[config.mk]
export PLATFORM = sky130hd
export DESIGN_NAME = xorshift_random_range_unit_top
export DESIGN_NICKNAME = d
export VERILOG_FILES = /design/src/hw/rtl/xrru_pkg.sv /design/src/hw/rtl/xrru_front.sv /design/src/hw/rtl/xrru_queue.sv /design/src/hw/rtl/xrru_back.sv /design/src/hw/rtl/xorshift_random_range_unit_top.sv
export SDC_FILE = /design/constraint.sdc
export NUM_CORES = 2
export LEC_CHECK = 0
export ABC_CLOCK_PERIOD_IN_PS = 18800
export BUFFER_PORTS_ARGS = -buffer_cell sky130_fd_sc_hd__buf_2
export CORE_AREA = 2 2 322 324
export CTS_BUF_LIST = sky130_fd_sc_hd__clkbuf_8
export CTS_CLUSTER_SIZE = 16
export DETAILED_ROUTE_END_ITERATION = 7
export DIE_AREA = 0 0 324 326
export GPL_ROUTABILITY_DRIVEN = 0
export PLACE_DENSITY_LB_ADDON = 0.2
export SLEW_MARGIN = 20
export SYNTH_ARGS = -nofsm -noshare
export SYNTH_HDL_FRONTEND = slang
export SYNTH_SLANG_ARGS = --single-unit
[constraint.sdc]
create_clock -name i_clk -period 18.8 [get_ports i_clk]
set_clock_uncertainty 0.1 [all_clocks]
set_input_delay 2.82 -clock i_clk [delete_from_list [all_inputs] [get_ports i_clk]]
set_output_delay 2.82 -clock i_clk [all_outputs]
set_load 0.05 [all_outputs]
[src/hw/rtl/xrru_pkg.sv]
`default_nettype none
package xrru_pkg;

    localparam int unsigned WORD_W          = 64;
    localparam int unsigned OP_W            = 3;
    localparam int unsigned CFG_IDX_W       = 1;
    localparam int unsigned CFG_DATA_W      = 64;
    localparam int unsigned QUEUE_DEPTH_DEF = 2;

    localparam logic [WORD_W-1:0] SEED_FALLBACK = 64'h1234567890abcdef;
    localparam logic [WORD_W-1:0] SEED_LOW_RST  = 64'h1234567890abcdef;
    localparam logic [WORD_W-1:0] SEED_HIGH_RST = 64'h0;

    localparam int unsigned SHIFT_A   = 23;
    localparam int unsigned SHIFT_B   = 17;
    localparam int unsigned SHIFT_C   = 26;
    localparam int unsigned FRAC_DROP = 11;

    localparam logic [7:0] UUID_VER_MASK = 8'h0f;
    localparam logic [7:0] UUID_VER      = 8'h40;
    localparam logic [7:0] UUID_VAR_MASK = 8'h3f;
    localparam logic [7:0] UUID_VAR      = 8'h80;

    localparam logic [CFG_IDX_W-1:0] CFG_SEED_LOW  = 1'b0;
    localparam logic [CFG_IDX_W-1:0] CFG_SEED_HIGH = 1'b1;

    localparam logic [OP_W-1:0] OP_RAW   = 3'd0;
    localparam logic [OP_W-1:0] OP_BOOL  = 3'd1;
    localparam logic [OP_W-1:0] OP_RANGE = 3'd2;
    localparam logic [OP_W-1:0] OP_FRAC  = 3'd3;
    localparam logic [OP_W-1:0] OP_UUID  = 3'd4;

    typedef enum logic [2:0] {
        K_RAW,
        K_BOOL,
        K_RANGE,
        K_FRAC,
        K_UUID,
        K_ERR,
        K_NOP
    } t_kind;

    typedef struct packed {
        logic [OP_W-1:0]          op;
        logic signed [WORD_W-1:0] range_min;
        logic signed [WORD_W-1:0] range_max;
    } t_req;

    typedef struct packed {
        logic [WORD_W-1:0] value;
        logic [WORD_W-1:0] uuid_high;
        logic [WORD_W-1:0] uuid_low;
        logic              range_error;
    } t_rsp;

    typedef struct packed {
        t_kind             kind;
        logic [WORD_W-1:0] range_min;
        logic [WORD_W-1:0] span;
    } t_cmd;

    function automatic logic [WORD_W-1:0] swap_bytes(input logic [WORD_W-1:0] w);
        logic [WORD_W-1:0] r;
        r = '0;
        for (int k = 0; k < WORD_W / 8; k++) begin
            r[WORD_W-1-8*k -: 8] = w[8*k +: 8];
        end
        return r;
    endfunction

endpackage
`default_nettype wire

[src/hw/rtl/xrru_front.sv]
`default_nettype none
module xrru_front
    import xrru_pkg::*;
(
    input  wire logic i_clk,
    input  wire logic i_rst_n,
    input  wire logic i_valid,
    output logic      o_ready,
    input  wire t_req i_req,
    output logic      o_cmd_valid,
    input  wire logic i_cmd_full,
    output t_cmd      o_cmd
);

    logic r_valid;
    logic n_valid;
    t_cmd r_cmd;
    t_cmd n_cmd;
    logic push;
    logic take;

    assign push    = r_valid && !i_cmd_full;
    assign o_ready = !r_valid || push;
    assign take    = i_valid && o_ready;

    always_comb begin
        n_cmd           = r_cmd;
        n_valid         = r_valid;
        if (push) begin
            n_valid = 1'b0;
        end
        if (take) begin
            n_valid         = 1'b1;
            n_cmd.range_min = i_req.range_min;
            n_cmd.span      = i_req.range_max - i_req.range_min;
            unique case (i_req.op)
                OP_RAW:   n_cmd.kind = K_RAW;
                OP_BOOL:  n_cmd.kind = K_BOOL;
                OP_RANGE: begin
                    if (i_req.range_max <= i_req.range_min) begin
                        n_cmd.kind = K_ERR;
                    end else begin
                        n_cmd.kind = K_RANGE;
                    end
                end
                OP_FRAC:  n_cmd.kind = K_FRAC;
                OP_UUID:  n_cmd.kind = K_UUID;
                default:  n_cmd.kind = K_NOP;
            endcase
        end
    end

    always_ff @(posedge i_clk) begin
        if (!i_rst_n) begin
            r_valid <= 1'b0;
        end else begin
            r_valid <= n_valid;
        end
        r_cmd <= n_cmd;
    end

    assign o_cmd_valid = push;
    assign o_cmd       = r_cmd;

endmodule
`default_nettype wire

[src/hw/rtl/xrru_queue.sv]
`default_nettype none
module xrru_queue
    import xrru_pkg::*;
#(
    parameter int unsigned DEPTH = QUEUE_DEPTH_DEF
) (
    input  wire logic i_clk,
    input  wire logic i_rst_n,
    input  wire logic i_push,
    input  wire t_cmd i_cmd,
    output logic      o_full,
    input  wire logic i_pop,
    output logic      o_valid,
    output t_cmd      o_cmd
);

    localparam int unsigned PW = (DEPTH > 1) ? $clog2(DEPTH) : 1;
    localparam int unsigned CW = $clog2(DEPTH + 1);

    t_cmd          r_mem [DEPTH];
    logic [PW-1:0] r_wr_ptr;
    logic [PW-1:0] r_rd_ptr;
    logic [CW-1:0] r_count;
    logic [PW-1:0] n_wr_ptr;
    logic [PW-1:0] n_rd_ptr;
    logic [CW-1:0] n_count;
    logic          do_push;
    logic          do_pop;

    assign o_full  = (r_count == CW'(DEPTH));
    assign o_valid = (r_count != '0);
    assign o_cmd   = r_mem[r_rd_ptr];
    assign do_push = i_push && !o_full;
    assign do_pop  = i_pop && o_valid;

    always_comb begin
        n_wr_ptr = r_wr_ptr;
        n_rd_ptr = r_rd_ptr;
        n_count  = r_count;
        if (do_push) begin
            n_wr_ptr = (r_wr_ptr == PW'(DEPTH - 1)) ? '0 : r_wr_ptr + 1'b1;
        end
        if (do_pop) begin
            n_rd_ptr = (r_rd_ptr == PW'(DEPTH - 1)) ? '0 : r_rd_ptr + 1'b1;
        end
        if (do_push && !do_pop) begin
            n_count = r_count + 1'b1;
        end else if (do_pop && !do_push) begin
            n_count = r_count - 1'b1;
        end
    end

    always_ff @(posedge i_clk) begin
        if (!i_rst_n) begin
            r_wr_ptr <= '0;
            r_rd_ptr <= '0;
            r_count  <= '0;
        end else begin
            r_wr_ptr <= n_wr_ptr;
            r_rd_ptr <= n_rd_ptr;
            r_count  <= n_count;
        end
        if (do_push) begin
            r_mem[r_wr_ptr] <= i_cmd;
        end
    end

endmodule
`default_nettype wire

[src/hw/rtl/xrru_back.sv]
`default_nettype none
module xrru_back
    import xrru_pkg::*;
(
    input  wire logic                  i_clk,
    input  wire logic                  i_rst_n,
    input  wire logic                  i_cmd_valid,
    input  wire t_cmd                  i_cmd,
    output logic                       o_cmd_pop,
    input  wire logic                  i_cfg_we,
    input  wire logic [CFG_IDX_W-1:0]  i_cfg_index,
    input  wire logic [CFG_DATA_W-1:0] i_cfg_data,
    output logic                       o_valid,
    input  wire logic                  i_ready,
    output t_rsp                       o_rsp
);

    typedef enum logic [3:0] {
        S_IDLE = 4'b0001,
        S_DRAW = 4'b0010,
        S_DIV  = 4'b0100,
        S_DONE = 4'b1000
    } t_state;

    t_state            r_state, n_state;
    logic [WORD_W-1:0] r_seed_low, n_seed_low;
    logic [WORD_W-1:0] r_seed_high, n_seed_high;
    logic [WORD_W-1:0] r_a, n_a;
    logic [WORD_W-1:0] r_b, n_b;
    logic              r_seeded, n_seeded;
    t_kind             r_kind, n_kind;
    logic [WORD_W-1:0] r_min, n_min;
    logic [WORD_W-1:0] r_span, n_span;
    logic [WORD_W-1:0] r_word, n_word;
    logic [WORD_W-1:0] r_w0, n_w0;
    logic              r_second, n_second;
    logic [WORD_W-1:0] r_rem, n_rem;
    logic [5:0]        r_cnt, n_cnt;
    logic              r_out_valid, n_out_valid;
    t_rsp              r_rsp, n_rsp;

    logic [WORD_W-1:0] cur_a;
    logic [WORD_W-1:0] cur_b;
    logic [WORD_W-1:0] s0x;
    logic [WORD_W-1:0] nb;
    logic [WORD_W-1:0] word;
    logic [WORD_W:0]   rem_sh;
    logic [WORD_W:0]   rem_diff;
    logic [WORD_W-1:0] uhi;
    logic [WORD_W-1:0] ulo;
    logic              out_free;

    always_comb begin
        if (r_seeded) begin
            cur_a = r_a;
            cur_b = r_b;
        end else begin
            cur_b = r_seed_high;
            cur_a = ((r_seed_low | r_seed_high) == '0) ? SEED_FALLBACK : r_seed_low;
        end
        s0x      = cur_a ^ (cur_a << SHIFT_A);
        nb       = s0x ^ cur_b ^ (s0x >> SHIFT_B) ^ (cur_b >> SHIFT_C);
        word     = nb + cur_b;
        rem_sh   = {r_rem, r_word[WORD_W-1]};
        rem_diff = rem_sh - {1'b0, r_span};
        uhi      = swap_bytes(r_w0);
        ulo      = swap_bytes(r_word);
        uhi[15:8]              = (uhi[15:8] & UUID_VER_MASK) | UUID_VER;
        ulo[WORD_W-1 -: 8]     = (ulo[WORD_W-1 -: 8] & UUID_VAR_MASK) | UUID_VAR;
    end

    assign out_free = !r_out_valid || i_ready;

    always_comb begin
        n_state     = r_state;
        n_seed_low  = r_seed_low;
        n_seed_high = r_seed_high;
        n_a         = r_a;
        n_b         = r_b;
        n_seeded    = r_seeded;
        n_kind      = r_kind;
        n_min       = r_min;
        n_span      = r_span;
        n_word      = r_word;
        n_w0        = r_w0;
        n_second    = r_second;
        n_rem       = r_rem;
        n_cnt       = r_cnt;
        n_out_valid = r_out_valid;
        n_rsp       = r_rsp;
        o_cmd_pop   = 1'b0;

        if (r_out_valid && i_ready) begin
            n_out_valid = 1'b0;
        end

        unique case (r_state)
            S_IDLE: begin
                if (i_cmd_valid) begin
                    o_cmd_pop = 1'b1;
                    n_kind    = i_cmd.kind;
                    n_min     = i_cmd.range_min;
                    n_span    = i_cmd.span;
                    n_second  = 1'b0;
                    if (i_cmd.kind == K_ERR || i_cmd.kind == K_NOP) begin
                        n_state = S_DONE;
                    end else begin
                        n_state = S_DRAW;
                    end
                end
            end
            S_DRAW: begin
                n_a      = cur_b;
                n_b      = nb;
                n_seeded = 1'b1;
                if (r_kind == K_UUID && !r_second) begin
                    n_w0     = word;
                    n_second = 1'b1;
                end else begin
                    n_word = word;
                    if (r_kind == K_RANGE) begin
                        n_rem   = '0;
                        n_cnt   = '0;
                        n_state = S_DIV;
                    end else begin
                        n_state = S_DONE;
                    end
                end
            end
            S_DIV: begin
                if (!rem_diff[WORD_W]) begin
                    n_rem = rem_diff[WORD_W-1:0];
                end else begin
                    n_rem = rem_sh[WORD_W-1:0];
                end
                n_word = r_word << 1;
                n_cnt  = r_cnt + 1'b1;
                if (&r_cnt) begin
                    n_state = S_DONE;
                end
            end
            S_DONE: begin
                if (out_free) begin
                    n_out_valid = 1'b1;
                    n_rsp       = '0;
                    n_state     = S_IDLE;
                    unique case (r_kind)
                        K_RAW:   n_rsp.value = r_word;
                        K_BOOL:  n_rsp.value = {{(WORD_W-1){1'b0}}, r_word[0]};
                        K_RANGE: n_rsp.value = r_min + r_rem;
                        K_FRAC:  n_rsp.value = r_word >> FRAC_DROP;
                        K_UUID: begin
                            n_rsp.uuid_high = uhi;
                            n_rsp.uuid_low  = ulo;
                        end
                        K_ERR:   n_rsp.range_error = 1'b1;
                        K_NOP:   n_rsp = '0;
                        default: n_rsp = '0;
                    endcase
                end
            end
            default: n_state = S_IDLE;
        endcase

        if (i_cfg_we) begin
            unique case (i_cfg_index)
                CFG_SEED_LOW: begin
                    n_seed_low = i_cfg_data;
                    n_seeded   = 1'b0;
                end
                CFG_SEED_HIGH: begin
                    n_seed_high = i_cfg_data;
                    n_seeded    = 1'b0;
                end
                default: ;
            endcase
        end
    end

    always_ff @(posedge i_clk) begin
        if (!i_rst_n) begin
            r_state     <= S_IDLE;
            r_seed_low  <= SEED_LOW_RST;
            r_seed_high <= SEED_HIGH_RST;
            r_a         <= '0;
            r_b         <= '0;
            r_seeded    <= 1'b0;
            r_out_valid <= 1'b0;
        end else begin
            r_state     <= n_state;
            r_seed_low  <= n_seed_low;
            r_seed_high <= n_seed_high;
            r_a         <= n_a;
            r_b         <= n_b;
            r_seeded    <= n_seeded;
            r_out_valid <= n_out_valid;
        end
        r_kind   <= n_kind;
        r_min    <= n_min;
        r_span   <= n_span;
        r_word   <= n_word;
        r_w0     <= n_w0;
        r_second <= n_second;
        r_rem    <= n_rem;
        r_cnt    <= n_cnt;
        r_rsp    <= n_rsp;
    end

    assign o_valid = r_out_valid;
    assign o_rsp   = r_rsp;

endmodule
`default_nettype wire

[src/hw/rtl/xorshift_random_range_unit_top.sv]
// Channel   Signals                      Direction   Moves
// request   i_valid / o_ready / i_req    in          op, range_min, range_max
// result    o_valid / i_ready / o_rsp    out         value, uuid_high, uuid_low, range_error
// config    i_cfg_we / i_cfg_index / i_cfg_data      seed_low, seed_high
//
// In the back end, raw, boolean and fraction requests draw a word and then finish; uuid draws a
// first and a second word; range adds a divide state: the remainder comes from a radix-2 divider,
// one bit a cycle. Range errors and unused ops finish straight away and draw no word.
// Synchronous active-low reset; no clearing pass.
// The front stage and queue keep taking requests while the back end works
// or its output register waits on i_ready, until the queue fills.
`default_nettype none
module xorshift_random_range_unit_top
    import xrru_pkg::*;
#(
    parameter int unsigned QUEUE_DEPTH = QUEUE_DEPTH_DEF
) (
    input  wire logic                  i_clk,
    input  wire logic                  i_rst_n,
    input  wire logic                  i_valid,
    output logic                       o_ready,
    input  wire t_req                  i_req,
    output logic                       o_valid,
    input  wire logic                  i_ready,
    output t_rsp                       o_rsp,
    input  wire logic                  i_cfg_we,
    input  wire logic [CFG_IDX_W-1:0]  i_cfg_index,
    input  wire logic [CFG_DATA_W-1:0] i_cfg_data
);

    logic f_cmd_valid;
    t_cmd f_cmd;
    logic q_full;
    logic q_valid;
    t_cmd q_cmd;
    logic q_pop;

    xrru_front u_front (
        .i_clk       (i_clk),
        .i_rst_n     (i_rst_n),
        .i_valid     (i_valid),
        .o_ready     (o_ready),
        .i_req       (i_req),
        .o_cmd_valid (f_cmd_valid),
        .i_cmd_full  (q_full),
        .o_cmd       (f_cmd)
    );

    xrru_queue #(
        .DEPTH (QUEUE_DEPTH)
    ) u_queue (
        .i_clk   (i_clk),
        .i_rst_n (i_rst_n),
        .i_push  (f_cmd_valid),
        .i_cmd   (f_cmd),
        .o_full  (q_full),
        .i_pop   (q_pop),
        .o_valid (q_valid),
        .o_cmd   (q_cmd)
    );

    xrru_back u_back (
        .i_clk       (i_clk),
        .i_rst_n     (i_rst_n),
        .i_cmd_valid (q_valid),
        .i_cmd       (q_cmd),
        .o_cmd_pop   (q_pop),
        .i_cfg_we    (i_cfg_we),
        .i_cfg_index (i_cfg_index),
        .i_cfg_data  (i_cfg_data),
        .o_valid     (o_valid),
        .i_ready     (i_ready),
        .o_rsp       (o_rsp)
    );

endmodule
`default_nettype wire
Word-level counts from Yosys, hierarchy flattened
Memories as Yosys holds them, arrays and structs flattened. A register that Yosys moved wholly into a read port is not among the register bits. Index checks and enable logic that the tools add are counted.

Bits in registers: 921. Bits in writable memories: 262. Input port bits: 201. Output and inout port bits: 195. Word-level logic and storage cells: 146. Memories: 1.

$add $sub $neg: 9. Magnitude comparators: 1. Eq/ne operators: 22. Multiplexer cells: 42. Bitwise operators: 7. Reductions and logical operators: 36.

Memories: u_queue.r_mem (depth 2, width 131, read ports 1, clocked after Yosys merged registers in 1, wr ports 1, RTL line xrru_queue.sv:20) `t_cmd r_mem [DEPTH];`.

Operators with widths (number): $mux W64 (7); $pmux W64 S2 (2); $pmux W64 S4 (1); $add A64 B64 Y64 (2); $xor A64 B64 Y64 (2); $mux W79 (1); $sub A65 B64 Y65 (1); $le A64 B64 Y1 (1); $logic_not A64 Y1 (1); $or A64 B64 Y64 (1); $sub A64 B64 Y64 (1); $xor A64 B38 Y64 (1); $xor A64 B47 Y64 (1); $mux W4 (6); $mux W1 (16); $pmux W4 S4 (1); $eq A3 B3 Y1 const B (5); $pmux W3 S5 (1); $eq A3 B2 Y1 const B (4); $mux W6 (2); $pmux W6 S2 (1); $reduce_and A2 Y1 (6); $reduce_bool A2 Y1 (5); $logic_and A1 B1 Y1 (8); 23 further kinds (40).

Logic depth before layout (Yosys ltp)
Depth in word-level cells: 11. Mapped depth: 26. Depth with buffers taken out: 23.

Cells and area by module
A second synthesis with hierarchy kept.

Cells, all modules: 5752. Area, all modules: 62530.0 um^2.

By module, submodules not included: xrru_back (times used 1, cells each 4549, area an instance 44372.6 um^2); xrru_queue (times used 1, cells each 433, area an instance 10064.7 um^2); xrru_front (times used 1, cells each 770, area an instance 8092.8 um^2).

Least setup slack after synthesis
OpenSTA, ideal clock, no wires.

Path type: in2reg. Start: input i_ready. End: register u_back.r_rsp, in the netlist u_back.o_rsp[0] (enable). Library setup time: 0.762 ns. Arrival: 11.192 ns. Data required time: 17.938 ns. Setup slack: 6.746 ns. Cell stages on the path: 2. Path buffers: 0. Path through: nor2b_1 nor2b_1.

Word-level cells in the longest chain between the ends: 2.

Ends and longest elaborated chain: start: declaration (RTL line xorshift_random_range_unit_top.sv:24) `input wire logic i_ready,`; $logic_or A1 B1 Y1 (RTL line xrru_back.sv:72) `assign out_free = !r_out_valid || i_ready;`; $reduce_and A2 Y1 (no line); end signal: assignment (RTL line xrru_back.sv:206) `r_rsp <= n_rsp;`; end: declaration (RTL line xrru_back.sv:40) `t_rsp r_rsp, n_rsp;`.

Every way passes these cells. A chain may end at the register's enable or synchronous reset.

Final worst setup path
Start: register u_back.r_seed_high[27]. End: register u_back.r_word[61], data pin.

Word-level cells in the longest chain between the ends: 11. Elaborated cells on any way between the ends: 12. Classes of those cells: add/sub (1); mux (5); bitwise (5); reduce/logical (1).

Ends and longest elaborated chain: start: declaration (RTL line xrru_back.sv:27) `logic [WORD_W-1:0] r_seed_high, n_seed_high;`; start signal: assignment (RTL line xrru_back.sv:192) `r_seed_high <= n_seed_high;`; $or A64 B64 Y64 * (RTL line xrru_back.sv:59) `cur_a = ((r_seed_low | r_seed_high) == '0) ? SEED_FALLBACK : r_seed_low;`; $logic_not A64 Y1 * (RTL line xrru_back.sv:59); $mux W64 * (RTL line xrru_back.sv:59); $mux W64 * (RTL line xrru_back.sv:54) `if (r_seeded) begin`; $xor A64 B64 Y64 * (RTL line xrru_back.sv:61) `s0x = cur_a ^ (cur_a << SHIFT_A);`; $xor A64 B64 Y64 (RTL line xrru_back.sv:62) `nb = s0x ^ cur_b ^ (s0x >> SHIFT_B) ^ (cur_b >> SHIFT_C);`; $xor A64 B47 Y64 * (RTL line xrru_back.sv:62); $xor A64 B38 Y64 * (RTL line xrru_back.sv:62); named net u_back.nb[24] (RTL line xrru_back.sv:45) `logic [WORD_W-1:0] nb;`; $add A64 B64 Y64 * (RTL line xrru_back.sv:63) `word = nb + cur_b;`; named net u_back.word[61] (RTL line xrru_back.sv:46) `logic [WORD_W-1:0] word;`; $mux W64 * (RTL line xrru_back.sv:116) `if (r_kind == K_UUID && !r_second) begin`; $pmux W64 S2 * (RTL line xrru_back.sv:97) `unique case (r_state)`; named net u_back.n_word[61] (RTL line xrru_back.sv:34) `logic [WORD_W-1:0] r_word, n_word;`; end signal: assignment (RTL line xrru_back.sv:201) `r_word <= n_word;`; end: declaration (RTL line xrru_back.sv:34).

The timed path passes the listed nets; every way through them passes the cells marked *. The select of a mux whose other input is x is not followed.

==> results by group <==
Status
  • Status: finished clean

Synth
  • Post-synthesis async set-or-reset flop share: 0%
  • Adder-Cell Fraction of Synth Area: 5.39%
  • Unique masters post-synth: 100
  • Synth Area in Simple Gates: 12.7%
  • Synthesized area: 61000 µm²
  • Dominant cell type by area after synthesis: edfxtp_1
  • Synthesized netlist cell count: 5622
  • Xor and xnor area share after synthesis: 6.40%
  • EDFF count, synth: 907
  • Count leader, synth: edfxtp_1
  • Largest family of logic cells by synthesized area: compound AO/OA/AOI/OAI gates
  • Synthesized area per cell: 10.8 µm²
  • Primary FF master, synth: edfxtp_1
  • Synth warnings: 0
  • #FFs+latches synth: 1175
  • Synth Area in Compound Gates: 13.8%
  • Dominant cells by area after synthesis: edfxtp_1, dfxtp_1, ha_1
  • Commonest cells post-synth: edfxtp_1, nand2_1, xnor2_1
  • Mux cell area share after synthesis: 4.67%
  • Post-synthesis sequential area ratio: 53.5%
  • Post-synth top area share: 44.7%

Timing
  • Tcrit/Tclk final: 40.7%
  • Setup TNS: 0 ns
  • Slew @ Worst Pin: 1.21 ns
  • Final hold viol count: 0
  • Slew margin rel.: 18.6%
  • RSZ-0062 raised after global routing: false
  • Max Slew Vio Count: 0
  • Crit path time final: 7.65 ns
  • Setup violators final: 0
  • Fmax: 131 MHz

CTS
  • Clk sink count: 1175
  • CTS max path bufs: 3
  • CTS-repair resized insts: 0
  • Clock buffer count from CTS: 190
  • Worst-Skew Late Latency: 0.90 ns
  • Root Driver: clkbuf_8
  • CTS clk-pin slew, worst paths: 0.06 ns
  • H-tree depth: 4
  • CTS Hold Bufs: 0
  • Post-CTS setup buffers: 0
  • CTS tree: built

Power
  • Tot Pwr: 8.26 mW
  • P_leak: 27.8 nW
  • PD cells: 122 nW/µm²
  • Max VDD drop: 0.0758 mV

Placed design
  • Port Buffers: 391
  • Post-detail-place hpwl: 139 mm

Worst setup path
  • Worst Path Required: 19.34 ns
  • Crit. End Element: flop
  • Worst path cell trace: nor4_1 -> nand4_1 -> nor4_2 -> and2_2 -> nor2_1 -> xnor2_1 -> a21oi_1 -> xor2_1 -> ha_1 -> nand4_1 -> nor2_1 -> nand3_1 -> a211oi_1 -> nor3_2 -> o311a_1 -> a31oi_1 -> o21ai_2 -> a21oi_1 -> o31ai_2 -> xnor2_1 -> mux2_2
  • Critical path peak fanout: 27
  • Max incr delay on CP: 0.75 ns
  • Crit path DAT: 8.19 ns
  • Slowest cell on the critical path: nor4_1
  • CP startpoint kind: flop
  • WS Path Type: reg -> reg

Drt
  • Avg WL per Cell: 24.6 µm
  • DRC: 0
  • Drt pass-1 iters: 6
  • Vias: 46.0k
  • DR iter-0 viols: 5490
  • Routed vias/inst: 6.11
  • DRT antenna net count: 0
  • Final WL: 185 mm

Global routing
  • Gr ovfl total: 0
  • Total GRT Usage: 34.7%
  • First-pass GRT wire length: 271 mm
  • Vias in the first global route: 43.8k
  • Antenna violations before repair: 13
  • Pin count of the biggest net entering global routing: 179

Floorplanning
  • Die area: 106000 µm²
  • Die W: 324 µm
  • Die Span Y: 326 µm
  • Core ar.: 103000 µm²
  • Initial Utilization: 59.4%
  • Row count: 118
  • I/O Pins: 396

Layout
  • Layout cells sized above 1: 15.3%
  • Nets: 6447
  • Layout fillers: 7988
  • Area grow syn2layout: 11.2%
  • Final cell utilization of the core: 66.1%

Run
  • Max-Cap Viols: 0

Hold path
  • Hold Crit Class: reg -> reg
## power by group
part	total (mW)	switching, mW	leakage (nW)	internal (mW)
sequential	3.45	0.209	10.6	3.24
combinational	2.66	1.73	15.1	0.924
clock	2.15	1.04	2.12	1.11
## kinds of logic (layout without fill, tap and decap cells)
group	Yosys count	count (layout)
and+or+nand+nor	1672	1672
AOI/OAI and AO/OA	1260	1260
DFF	1175	1175
buffers and inverters	550	1067
xor gates and xnor gates	443	443
muxes	261	261
adders and majority gates	260	260
other	1	10
## layer usage
metal  global-route usage (%)  vias to the layer above  wire length, µm
met4                     24.5                       10            15200
met1                     43.0                    21727            69100
met3                     7.35                      633            16900
met5                        0                        -               69
met2                     54.0                     2517            83500
li1                         -                    21098                -
## flip-flops by register name (all words and copies together), names as in the netlist, named ones only
name / flops
u_front.r_valid: 1
u_back.r_min: 64
u_back.o_rsp: 188
u_back.r_rem: 64
u_back.r_a: 64
u_back.r_b: 64
u_back.r_second: 1
u_queue.r_count: 2
u_back.r_w0: 60
u_queue.r_rd_ptr: 1
u_back.r_state: 4
u_back.r_kind: 3
u_queue.r_wr_ptr: 1
u_back.r_span: 64
u_front.o_cmd: 131
u_back.r_seed_low: 64
u_back.o_valid: 1
u_back.r_seed_high: 64
u_back.r_seeded: 1
u_back.r_cnt: 6
u_queue.r_mem: 262
u_back.r_word: 64
## worst max-delay path: cells and delay by family (launching register included)
family,cells,cell delay (ns)
compound gates,7,2.10
xor+xnor,3,1.05
fa+ha+maj,1,0.42
flops,1,0.32
mux,1,0.28
simple gates,9,3.08
## final cells by class
cell class | count | area (µm²) | share of cell area, %
antenna | 6 | 15.0 | 0.0221
clock buffer | 205 | 2820 | 4.16
clock inverter | 143 | 861 | 1.27
inverter | 277 | 1050 | 1.54
multi-input combinational | 3900 | 26300 | 38.9
sequential | 1175 | 32600 | 48.1
tap | 1380 | 1730 | 2.55
timing repair buffer | 442 | 2370 | 3.50
## per-stage QoR
stage / std cells / worst slack, ns / area, µm² / hold WS [ns]
6_report: 7528 / 11.15 / 67800 / 0.328
5_1_grt: 7523 / 10.77 / 67800 / 0.338
4_1_cts: 7522 / 11.04 / 67800 / 0.328
3_5_place_dp: 7174 / 11.14 / 64100 / 0.330
3_3_place_gp: 7174 / 11.37 / 64100 / 0.322
2_1_floorplan: 5625 / 6.75 / 61000 / 0.321
## placed cells by master, fill, tap and decap left out, types with 132 or more instances in the layout
| cell | instances |
|---|---|
| edfxtp_1 | 907 |
| nand2_1 | 750 |
| buf_2 | 390 |
| inv_1 | 334 |
| xnor2_1 | 316 |
| nor2_1 | 298 |
| a21oi_1 | 287 |
| o21ai_0 | 268 |
| dfxtp_1 | 266 |
| ha_1 | 256 |
| clkbuf_8 | 205 |
| mux2_2 | 175 |
| and3_1 | 146 |
| a21o_1 | 139 |
| a21boi_0 | 132 |
## final timing paths
kind                                            start                             end  slack, ns  cells after the start
setup / recovery  u_back.r_seed_high[27]$_SDFFE_PN0P_     u_back.r_word[61]$_DFFE_PP_      11.15                     21
setup reg to reg  u_back.r_seed_high[27]$_SDFFE_PN0P_     u_back.r_word[61]$_DFFE_PP_      11.15                     21
hold / removal            u_front.o_cmd[45]$_DFFE_PP_  u_queue.r_mem[0][45]$_DFFE_PP_       0.33                      0
hold reg to reg           u_front.o_cmd[45]$_DFFE_PP_  u_queue.r_mem[0][45]$_DFFE_PP_       0.33                      0
No activity file was read; power rests on OpenSTA's default activity.
